===== src/rtl/fpss_pkg.sv =====
package fpss_pkg;

    // sizes
    localparam int MAX_COLS   = 4096;
    localparam int COL_W      = $clog2(MAX_COLS);
    localparam int NCOLS_W    = COL_W + 1;
    localparam int ROW_W      = 16;
    localparam int SAMPLE_W   = 16;
    localparam int COEF_W     = 16;
    localparam int NUM_TAPS   = 5;
    localparam int PROD_W     = SAMPLE_W + COEF_W;
    localparam int PAIR_W     = PROD_W + 1;
    localparam int ACC_W      = PROD_W + 4;
    localparam int FRAC_BITS  = 12;
    localparam int ROUND_BIAS = 2 ** (FRAC_BITS - 1);

    // stream and config port widths, tdata padded to whole bytes
    localparam int IN_TDATA_W  = ((SAMPLE_W + 7) / 8) * 8;
    localparam int OUT_TDATA_W = ((SAMPLE_W + ROW_W + COL_W + 7) / 8) * 8;
    localparam int CFG_ADDR_W  = 3;
    localparam int CFG_DATA_W  = 16;

    // tap order
    localparam int TAP_UP     = 0;
    localparam int TAP_LEFT   = 1;
    localparam int TAP_CENTER = 2;
    localparam int TAP_RIGHT  = 3;
    localparam int TAP_DOWN   = 4;

    typedef enum logic [CFG_ADDR_W-1:0] {
        CFG_NUM_COLS    = 3'd0,
        CFG_NUM_ROWS    = 3'd1,
        CFG_COEF_UP     = 3'd2,
        CFG_COEF_LEFT   = 3'd3,
        CFG_COEF_CENTER = 3'd4,
        CFG_COEF_RIGHT  = 3'd5,
        CFG_COEF_DOWN   = 3'd6
    } cfg_index_t;

    typedef logic signed [SAMPLE_W-1:0] sample_t;
    typedef logic signed [COEF_W-1:0]   coef_t;
    typedef logic signed [PROD_W-1:0]   prod_t;

    localparam logic [NCOLS_W-1:0] NUM_COLS_RST = NCOLS_W'(128);
    localparam logic [ROW_W-1:0]   NUM_ROWS_RST = ROW_W'(128);
    localparam coef_t              COEF_RST     = COEF_W'(819);

    // position and flag of a computed point
    typedef struct packed {
        logic [ROW_W-1:0] row;
        logic [COL_W-1:0] col;
        logic             last;
    } point_t;

    // one access to the line stores
    typedef struct packed {
        logic             rd_en;
        logic [COL_W-1:0] rd_col;
        logic             wr_en;
        logic [COL_W-1:0] wr_col;
        sample_t          wr_upper;
        sample_t          wr_middle;
    } lstore_req_t;

    typedef struct packed {
        sample_t up;
        sample_t center;
        sample_t right;
    } lstore_rsp_t;

endpackage


===== src/rtl/fpss_mac.sv =====
module fpss_mac (
    input  logic             clk,
    input  logic             rst_n,
    input  logic             in_valid,
    output logic             in_ready,
    input  fpss_pkg::sample_t ops   [fpss_pkg::NUM_TAPS],
    input  fpss_pkg::coef_t   coefs [fpss_pkg::NUM_TAPS],
    input  fpss_pkg::point_t  in_point,
    output logic             out_valid,
    input  logic             out_ready,
    output fpss_pkg::sample_t out_value,
    output fpss_pkg::point_t  out_point
);
    import fpss_pkg::*;

    localparam logic signed [ACC_W-1:0] SAT_HI = ACC_W'(2 ** (SAMPLE_W - 1) - 1);
    localparam logic signed [ACC_W-1:0] SAT_LO = -SAT_HI - ACC_W'(1);

    // products
    logic                     s2_valid_reg;
    prod_t                    s2_prod_reg [NUM_TAPS];
    point_t                   s2_point_reg;
    logic                     s2_ready;

    // partial sums
    logic                     s3_valid_reg;
    logic signed [PAIR_W-1:0] s3_pair0_reg;
    logic signed [PAIR_W-1:0] s3_pair1_reg;
    prod_t                    s3_tail_reg;
    point_t                   s3_point_reg;
    logic                     s3_ready;

    // output register
    logic                     s4_valid_reg;
    sample_t                  s4_value_reg;
    point_t                   s4_point_reg;
    logic                     s4_ready;

    logic signed [ACC_W-1:0]  acc;
    logic signed [ACC_W-1:0]  quot;
    sample_t                  s4_value_next;

    assign s4_ready = !s4_valid_reg || out_ready;
    assign s3_ready = !s3_valid_reg || s4_ready;
    assign s2_ready = !s2_valid_reg || s3_ready;
    assign in_ready = s2_ready;

    always_ff @(posedge clk or negedge rst_n)
    begin
        if (!rst_n)
        begin
            s2_valid_reg <= 1'b0;
            s3_valid_reg <= 1'b0;
            s4_valid_reg <= 1'b0;
        end
        else
        begin
            if (s2_ready)
            begin
                s2_valid_reg <= in_valid;
            end
            if (s3_ready)
            begin
                s3_valid_reg <= s2_valid_reg;
            end
            if (s4_ready)
            begin
                s4_valid_reg <= s3_valid_reg;
            end
        end
    end

    always_ff @(posedge clk)
    begin
        if (s2_ready && in_valid)
        begin
            for (int i = 0; i < NUM_TAPS; i++)
            begin
                s2_prod_reg[i] <= PROD_W'(ops[i]) * PROD_W'(coefs[i]);
            end
            s2_point_reg <= in_point;
        end
    end

    always_ff @(posedge clk)
    begin
        if (s3_ready && s2_valid_reg)
        begin
            s3_pair0_reg <= PAIR_W'(s2_prod_reg[TAP_UP]) + PAIR_W'(s2_prod_reg[TAP_LEFT]);
            s3_pair1_reg <= PAIR_W'(s2_prod_reg[TAP_CENTER])
                          + PAIR_W'(s2_prod_reg[TAP_RIGHT]);
            s3_tail_reg  <= s2_prod_reg[TAP_DOWN];
            s3_point_reg <= s2_point_reg;
        end
    end

    // round half up by bias and floor shift, then clamp
    always_comb
    begin
        acc  = ACC_W'(s3_pair0_reg) + ACC_W'(s3_pair1_reg) + ACC_W'(s3_tail_reg)
             + ACC_W'(ROUND_BIAS);
        quot = acc >>> FRAC_BITS;
        if (quot > SAT_HI)
        begin
            s4_value_next = SAMPLE_W'(SAT_HI);
        end
        else if (quot < SAT_LO)
        begin
            s4_value_next = SAMPLE_W'(SAT_LO);
        end
        else
        begin
            s4_value_next = SAMPLE_W'(quot);
        end
    end

    always_ff @(posedge clk)
    begin
        if (s4_ready && s3_valid_reg)
        begin
            s4_value_reg <= s4_value_next;
            s4_point_reg <= s3_point_reg;
        end
    end

    assign out_valid = s4_valid_reg;
    assign out_value = s4_value_reg;
    assign out_point = s4_point_reg;

endmodule


===== config.mk =====
export PLATFORM = sky130hd
export DESIGN_NAME = fpss_mac
export DESIGN_NICKNAME = d
export VERILOG_FILES = /design/src/rtl/fpss_pkg.sv /design/src/rtl/fpss_mac.sv
export SDC_FILE = /design/constraint.sdc
export NUM_CORES = 2
export LEC_CHECK = 0
export CAP_MARGIN = 20
export CORE_MARGIN = 2
export CORE_UTILIZATION = 41
export DETAILED_ROUTE_END_ITERATION = 8
export DONT_BUFFER_PORTS = 1
export PLACE_DENSITY_LB_ADDON = 0.3
export REMOVE_ABC_BUFFERS = 1
export SYNTH_ARGS = -nofsm -noshare
export SYNTH_HDL_FRONTEND = slang
export SYNTH_SLANG_ARGS = --single-unit

===== constraint.sdc =====
create_clock -name clk -period 5.2 [get_ports clk]
set_clock_uncertainty 0.2 [all_clocks]
set_input_delay 0.26 -clock clk [delete_from_list [all_inputs] [get_ports clk]]
set_output_delay 0.26 -clock clk [all_outputs]
set_load 0.02 [all_outputs]

==> impl_results.html <==
<table>
<tr><th>Metric</th><th>Value</th></tr>
<tr><th colspan="2">Status</th></tr>
<tr><td>Status</td><td>complete, but fails checks</td></tr>
<tr><td>Failing checks</td><td>negative setup slack</td></tr>
<tr><th colspan="2">Route</th></tr>
<tr><td>First-pass DRT Iterations</td><td>5</td></tr>
<tr><td>Via count normalized by instance count</td><td>4.94</td></tr>
<tr><td>Routed wire length</td><td>158000 um</td></tr>
<tr><td>DRC violations left</td><td>0</td></tr>
<tr><td>Number of DRC markers in iteration 0</td><td>2408</td></tr>
<tr><td>Remaining number of nets flagged by the antenna check after routing</td><td>0</td></tr>
<tr><td>Routed length per instance</td><td>17.7 um</td></tr>
<tr><td>Via count of the routed design</td><td>44071</td></tr>
<tr><th colspan="2">GRT</th></tr>
<tr><td>Via count of the first global-routing pass</td><td>49508</td></tr>
<tr><td>Total gr overflow</td><td>0</td></tr>
<tr><td>GR Util All Layers</td><td>20.4%</td></tr>
<tr><td>Maximum number of pins on one net before global-route repair</td><td>128</td></tr>
<tr><td>Antenna violations before repair</td><td>5</td></tr>
<tr><td>First-pass GRT wire length</td><td>264000 um</td></tr>
<tr><th colspan="2">Clock network</th></tr>
<tr><td>H-tree levels</td><td>2</td></tr>
<tr><td>Clock slew at reported path FFs</td><td>0.06 ns</td></tr>
<tr><td>Clock tree from TritonCTS</td><td>built</td></tr>
<tr><td>Deepest clock path buffer count</td><td>3</td></tr>
<tr><td>Number of clock sinks</td><td>364</td></tr>
<tr><td>Cts bufs inserted</td><td>41</td></tr>
<tr><td>Clock insertion delay at the later pin of the skew report</td><td>0.59 ns</td></tr>
<tr><td>CTS Root Cell</td><td>sky130_fd_sc_hd__clkbuf_16</td></tr>
<tr><th colspan="2">STA</th></tr>
<tr><td>Final hold viol count</td><td>0</td></tr>
<tr><td>Crit path time final</td><td>5.69 ns</td></tr>
<tr><td>Setup repair after global routing missed its margin</td><td>true</td></tr>
<tr><td>Slack of the critical path</td><td>-0.495 ns</td></tr>
<tr><td>Transition time of the tightest slew-check pin</td><td>0.934 ns</td></tr>
<tr><td>Worst hold-check slack</td><td>0.0387 ns</td></tr>
<tr><td>Timing-limited maximum frequency</td><td>176 MHz</td></tr>
<tr><td>Final-layout setup total negative slack</td><td>-6.23 ns</td></tr>
<tr><td>Relative slew margins</td><td>37.8%</td></tr>
<tr><td>Number of pins with negative max-slew slack in the final report</td><td>0</td></tr>
<tr><td>Ratio of final minimum period to clock period</td><td>110%</td></tr>
<tr><td>Final Setup Violations</td><td>33</td></tr>
<tr><th colspan="2">Layout</th></tr>
<tr><td>Total Nets Final</td><td>8896</td></tr>
<tr><td>Area added between synthesis and finish</td><td>14.9%</td></tr>
<tr><td>Largest register FFs</td><td>160</td></tr>
<tr><td>Most common cell after layout, fill and taps aside</td><td>sky130_fd_sc_hd__inv_1</td></tr>
<tr><td>Fraction of final layout cells sized beyond drive strength 1</td><td>13.4%</td></tr>
<tr><td>Most frequent cells in the layout</td><td>sky130_fd_sc_hd__inv_1 (1450), sky130_fd_sc_hd__fa_1 (1308), sky130_fd_sc_hd__nand2_1 (644)</td></tr>
<tr><th colspan="2">Place</th></tr>
<tr><td>Weighted congestion reported at the end of routability-driven placement</td><td>0.888</td></tr>
<tr><td>Port Buf Inserts</td><td>0</td></tr>
<tr><td>HPWL after DPL</td><td>129000 um</td></tr>
<tr><th colspan="2">Logic synthesis</th></tr>
<tr><td>Fraction of synthesis flops using an asynchronous set or reset pin</td><td>0.824%</td></tr>
<tr><td>Flip-flop and latch count after synthesis</td><td>364</td></tr>
<tr><td>Yosys cell types</td><td>79</td></tr>
<tr><td>Synthesized area divided by synthesized cell count</td><td>10.2 um2</td></tr>
<tr><td>EDFF count, synth</td><td>361</td></tr>
<tr><td>Gate count of the mapped netlist</td><td>6368</td></tr>
<tr><td>Ys Warns</td><td>0</td></tr>
<tr><td>Synthesized cell area</td><td>0.0649 mm2</td></tr>
<tr><td>Sequential element share of the synthesized area</td><td>16.8%</td></tr>
<tr><td>Commonest register cell after synthesis</td><td>sky130_fd_sc_hd__edfxtp_1</td></tr>
<tr><th colspan="2">Flow run</th></tr>
<tr><td>Maximum Capacitance Violations</td><td>0</td></tr>
<tr><th colspan="2">Min path</th></tr>
<tr><td>Endpoint, Worst Hold</td><td>s2_prod_reg[0][2]$_DFFE_PP_</td></tr>
<tr><td>Type of the worst min-delay path</td><td>in2reg</td></tr>
<tr><td>Worst min-delay path startpoint</td><td>coefs[65]</td></tr>
<tr><td>Hold path cells</td><td>3</td></tr>
<tr><th colspan="2">Worst setup path</th></tr>
<tr><td>Worst Setup Path Type</td><td>in2reg</td></tr>
<tr><td>Cell type with the highest occurrence count on the critical path</td><td>sky130_fd_sc_hd__fa_1</td></tr>
<tr><td>Signal arrival time at the worst endpoint</td><td>5.83 ns</td></tr>
<tr><td>Largest driver fanout on the critical path</td><td>16</td></tr>
<tr><td>Library cell contributing the largest single delay on the critical path</td><td>sky130_fd_sc_hd__fa_1</td></tr>
<tr><td>Element type at the critical path start</td><td>input port</td></tr>
<tr><td>Worst r2r dst</td><td>out_value[3]$_SDFFCE_PN1P_</td></tr>
<tr><td>Worst reg2reg path depth</td><td>14</td></tr>
<tr><td>Total buffers and inverters traversed by the critical path</td><td>2</td></tr>
<tr><td>Critical R2R Launch</td><td>s3_pair1_reg[18]$_DFFE_PP_</td></tr>
<tr><td>Delay of the slowest critical-path stage</td><td>0.55 ns</td></tr>
<tr><td>Minimum setup slack among reg-to-reg paths</td><td>0.41 ns</td></tr>
<tr><td>Worst-path cell chain</td><td>and2_4 &gt; fa_1 &gt; inv_1 &gt; fa_1 &gt; fa_1 &gt; fa_1 &gt; inv_1 &gt; fa_1 &gt; fa_1 &gt; ha_1 &gt; a21o_1 &gt; a21o_1 &gt; a211oi_4 &gt; o211ai_1 &gt; o211ai_1 &gt; a21oi_2 &gt; and4_1 &gt; nor4_2 &gt; o21bai_1 &gt; a21oi_2 &gt; xnor2_1</td></tr>
<tr><td>Critical path data required time</td><td>5.33 ns</td></tr>
<tr><td>Crit. End Element</td><td>register</td></tr>
<tr><td>Cell family contributing the most delay on the critical path</td><td>adder cells</td></tr>
<tr><th colspan="2">Floorplanning</th></tr>
<tr><td>Initial core utilization</td><td>41.1%</td></tr>
<tr><td>Overall die height</td><td>402 um</td></tr>
<tr><td>IO Pins</td><td>240</td></tr>
<tr><td>CORE AREA</td><td>0.158 mm2</td></tr>
<tr><td>Row count</td><td>146</td></tr>
<tr><td>Die X-Extent</td><td>402 um</td></tr>
<tr><td>Total die area</td><td>0.162 mm2</td></tr>
</table>
-- worst max-delay path by stage --
| stage | startpoint | endpoint | slack (ns) | depth (start not counted) |
|---|---|---|---|---|
| 6_report | coefs[20] | s2_prod_reg[3][30]$_DFFE_PP_ | -0.49 | 21 |
| 5_1_grt | ops[27] | s2_prod_reg[3][30]$_DFFE_PP_ | -0.71 | 22 |
| 4_1_cts | ops[27] | s2_prod_reg[3][30]$_DFFE_PP_ | -0.55 | 22 |
| 3_5_place_dp | coefs[18] | s2_prod_reg[3][30]$_DFFE_PP_ | -1.41 | 22 |
| 3_3_place_gp | coefs[18] | s2_prod_reg[3][30]$_DFFE_PP_ | -1.35 | 22 |
| 2_1_floorplan | coefs[1] | s2_prod_reg[4][31]$_DFFE_PP_ | -0.87 | 20 |
-- routing by layer --
| metal | up-vias | GRT usage (%) | wire length [um] | part of all wire [%] |
|---|---|---|---|---|
| met5 | - | 0 | 0 | 0 |
| met4 | 0 | 3.73 | 3020 | 1.9 |
| met3 | 204 | 2.62 | 7810 | 4.9 |
| met2 | 1013 | 36.3 | 80500 | 51 |
| met1 | 22655 | 26.8 | 66500 | 42 |
| li1 | 20199 | - | - | - |
-- synth_stat cells (4+ instances only) --
master | number | area, um2
sky130_fd_sc_hd__or2_2 | 6 | 37.5
sky130_fd_sc_hd__and2_1 | 626 | 3920
sky130_fd_sc_hd__nor3_1 | 25 | 125
sky130_fd_sc_hd__inv_1 | 1498 | 5620
sky130_fd_sc_hd__o31ai_1 | 8 | 60.1
sky130_fd_sc_hd__nand2b_1 | 58 | 363
sky130_fd_sc_hd__fa_1 | 1344 | 26900
sky130_fd_sc_hd__o21ai_0 | 79 | 395
sky130_fd_sc_hd__xnor2_1 | 197 | 1730
sky130_fd_sc_hd__o21bai_1 | 25 | 188
sky130_fd_sc_hd__a21o_1 | 88 | 661
sky130_fd_sc_hd__nand2_1 | 667 | 2500
sky130_fd_sc_hd__edfxtp_1 | 361 | 10800
sky130_fd_sc_hd__nand4_1 | 13 | 81.3
sky130_fd_sc_hd__ha_1 | 539 | 6740
sky130_fd_sc_hd__a41oi_1 | 4 | 35.0
sky130_fd_sc_hd__a31o_2 | 4 | 35.0
sky130_fd_sc_hd__a21oi_1 | 172 | 861
sky130_fd_sc_hd__o211ai_1 | 13 | 97.6
sky130_fd_sc_hd__or3_1 | 13 | 81.3
sky130_fd_sc_hd__and3_1 | 12 | 75.1
sky130_fd_sc_hd__nand3_1 | 38 | 190
sky130_fd_sc_hd__a211oi_1 | 13 | 97.6
sky130_fd_sc_hd__a31oi_1 | 21 | 131
sky130_fd_sc_hd__xor2_1 | 58 | 508
sky130_fd_sc_hd__o21a_1 | 29 | 218
sky130_fd_sc_hd__clkbuf_1 | 162 | 608
sky130_fd_sc_hd__nor2_1 | 166 | 623
sky130_fd_sc_hd__nor2b_1 | 18 | 113
sky130_fd_sc_hd__o21ai_1 | 16 | 80.1
sky130_fd_sc_hd__o211ai_2 | 12 | 150
-- kinds of logic after synthesis --
family	synth area share, %
XOR/XNOR	3.44
flip-flops	16.8
adder cells (fa/ha/maj)	51.8
AND/OR/NAND/NOR	12.7
multiplexers	0.0463
buffers and inverters	9.65
AO/OA/AOI/OAI	5.49
-- through the flow --
stage	std cells	setup slack [ns]	instance area, um2	util [%]
3_3_place_gp	8737	-1.35	70400	44.6
2_1_floorplan	6202	-0.872	64300	-
6_report	8924	-0.495	74600	47.3
3_5_place_dp	8737	-1.41	70400	44.6
4_1_cts	8904	-0.553	73600	46.7
5_1_grt	8924	-0.712	74600	47.3
-- final cells by class --
| type | count | area [um2] |
|---|---|---|
| inverter | 1498 | 5640 |
| tap | 2072 | 2590 |
| fill | 14613 | 83200 |
| timing repair buffer | 575 | 4680 |
| clock inverter | 25 | 350 |
| antenna | 1 | 2.50 |
| clock buffer | 49 | 1060 |
| sequential | 364 | 10900 |
| multi-input combinational | 4340 | 49400 |
-- worst register-to-register path, delay by kind of cell (launching register included) --
kind	cells	cell delay, ns
muxes	1	0.30
DFF	1	0.47
buffers and inverters	1	0.18
AOI/OAI and AO/OA	7	1.75
adders and majority gates	3	1.13
and+or+nand+nor	2	0.42
-- repair_timing --
action | 4_1_cts | 5_1_grt
resized for setup | 217 | 194
endpoints found under the setup margin | 51 | 63
hold buffers | 64 | 0
buffers inserted | 41 | 28
hold endpoints to repair | 50 | 0
pin swaps | 215 | 167
Power is left out: the tool's default activity adds up to more than one toggle a clock period on the data nets, which glitch-free logic cannot reach.
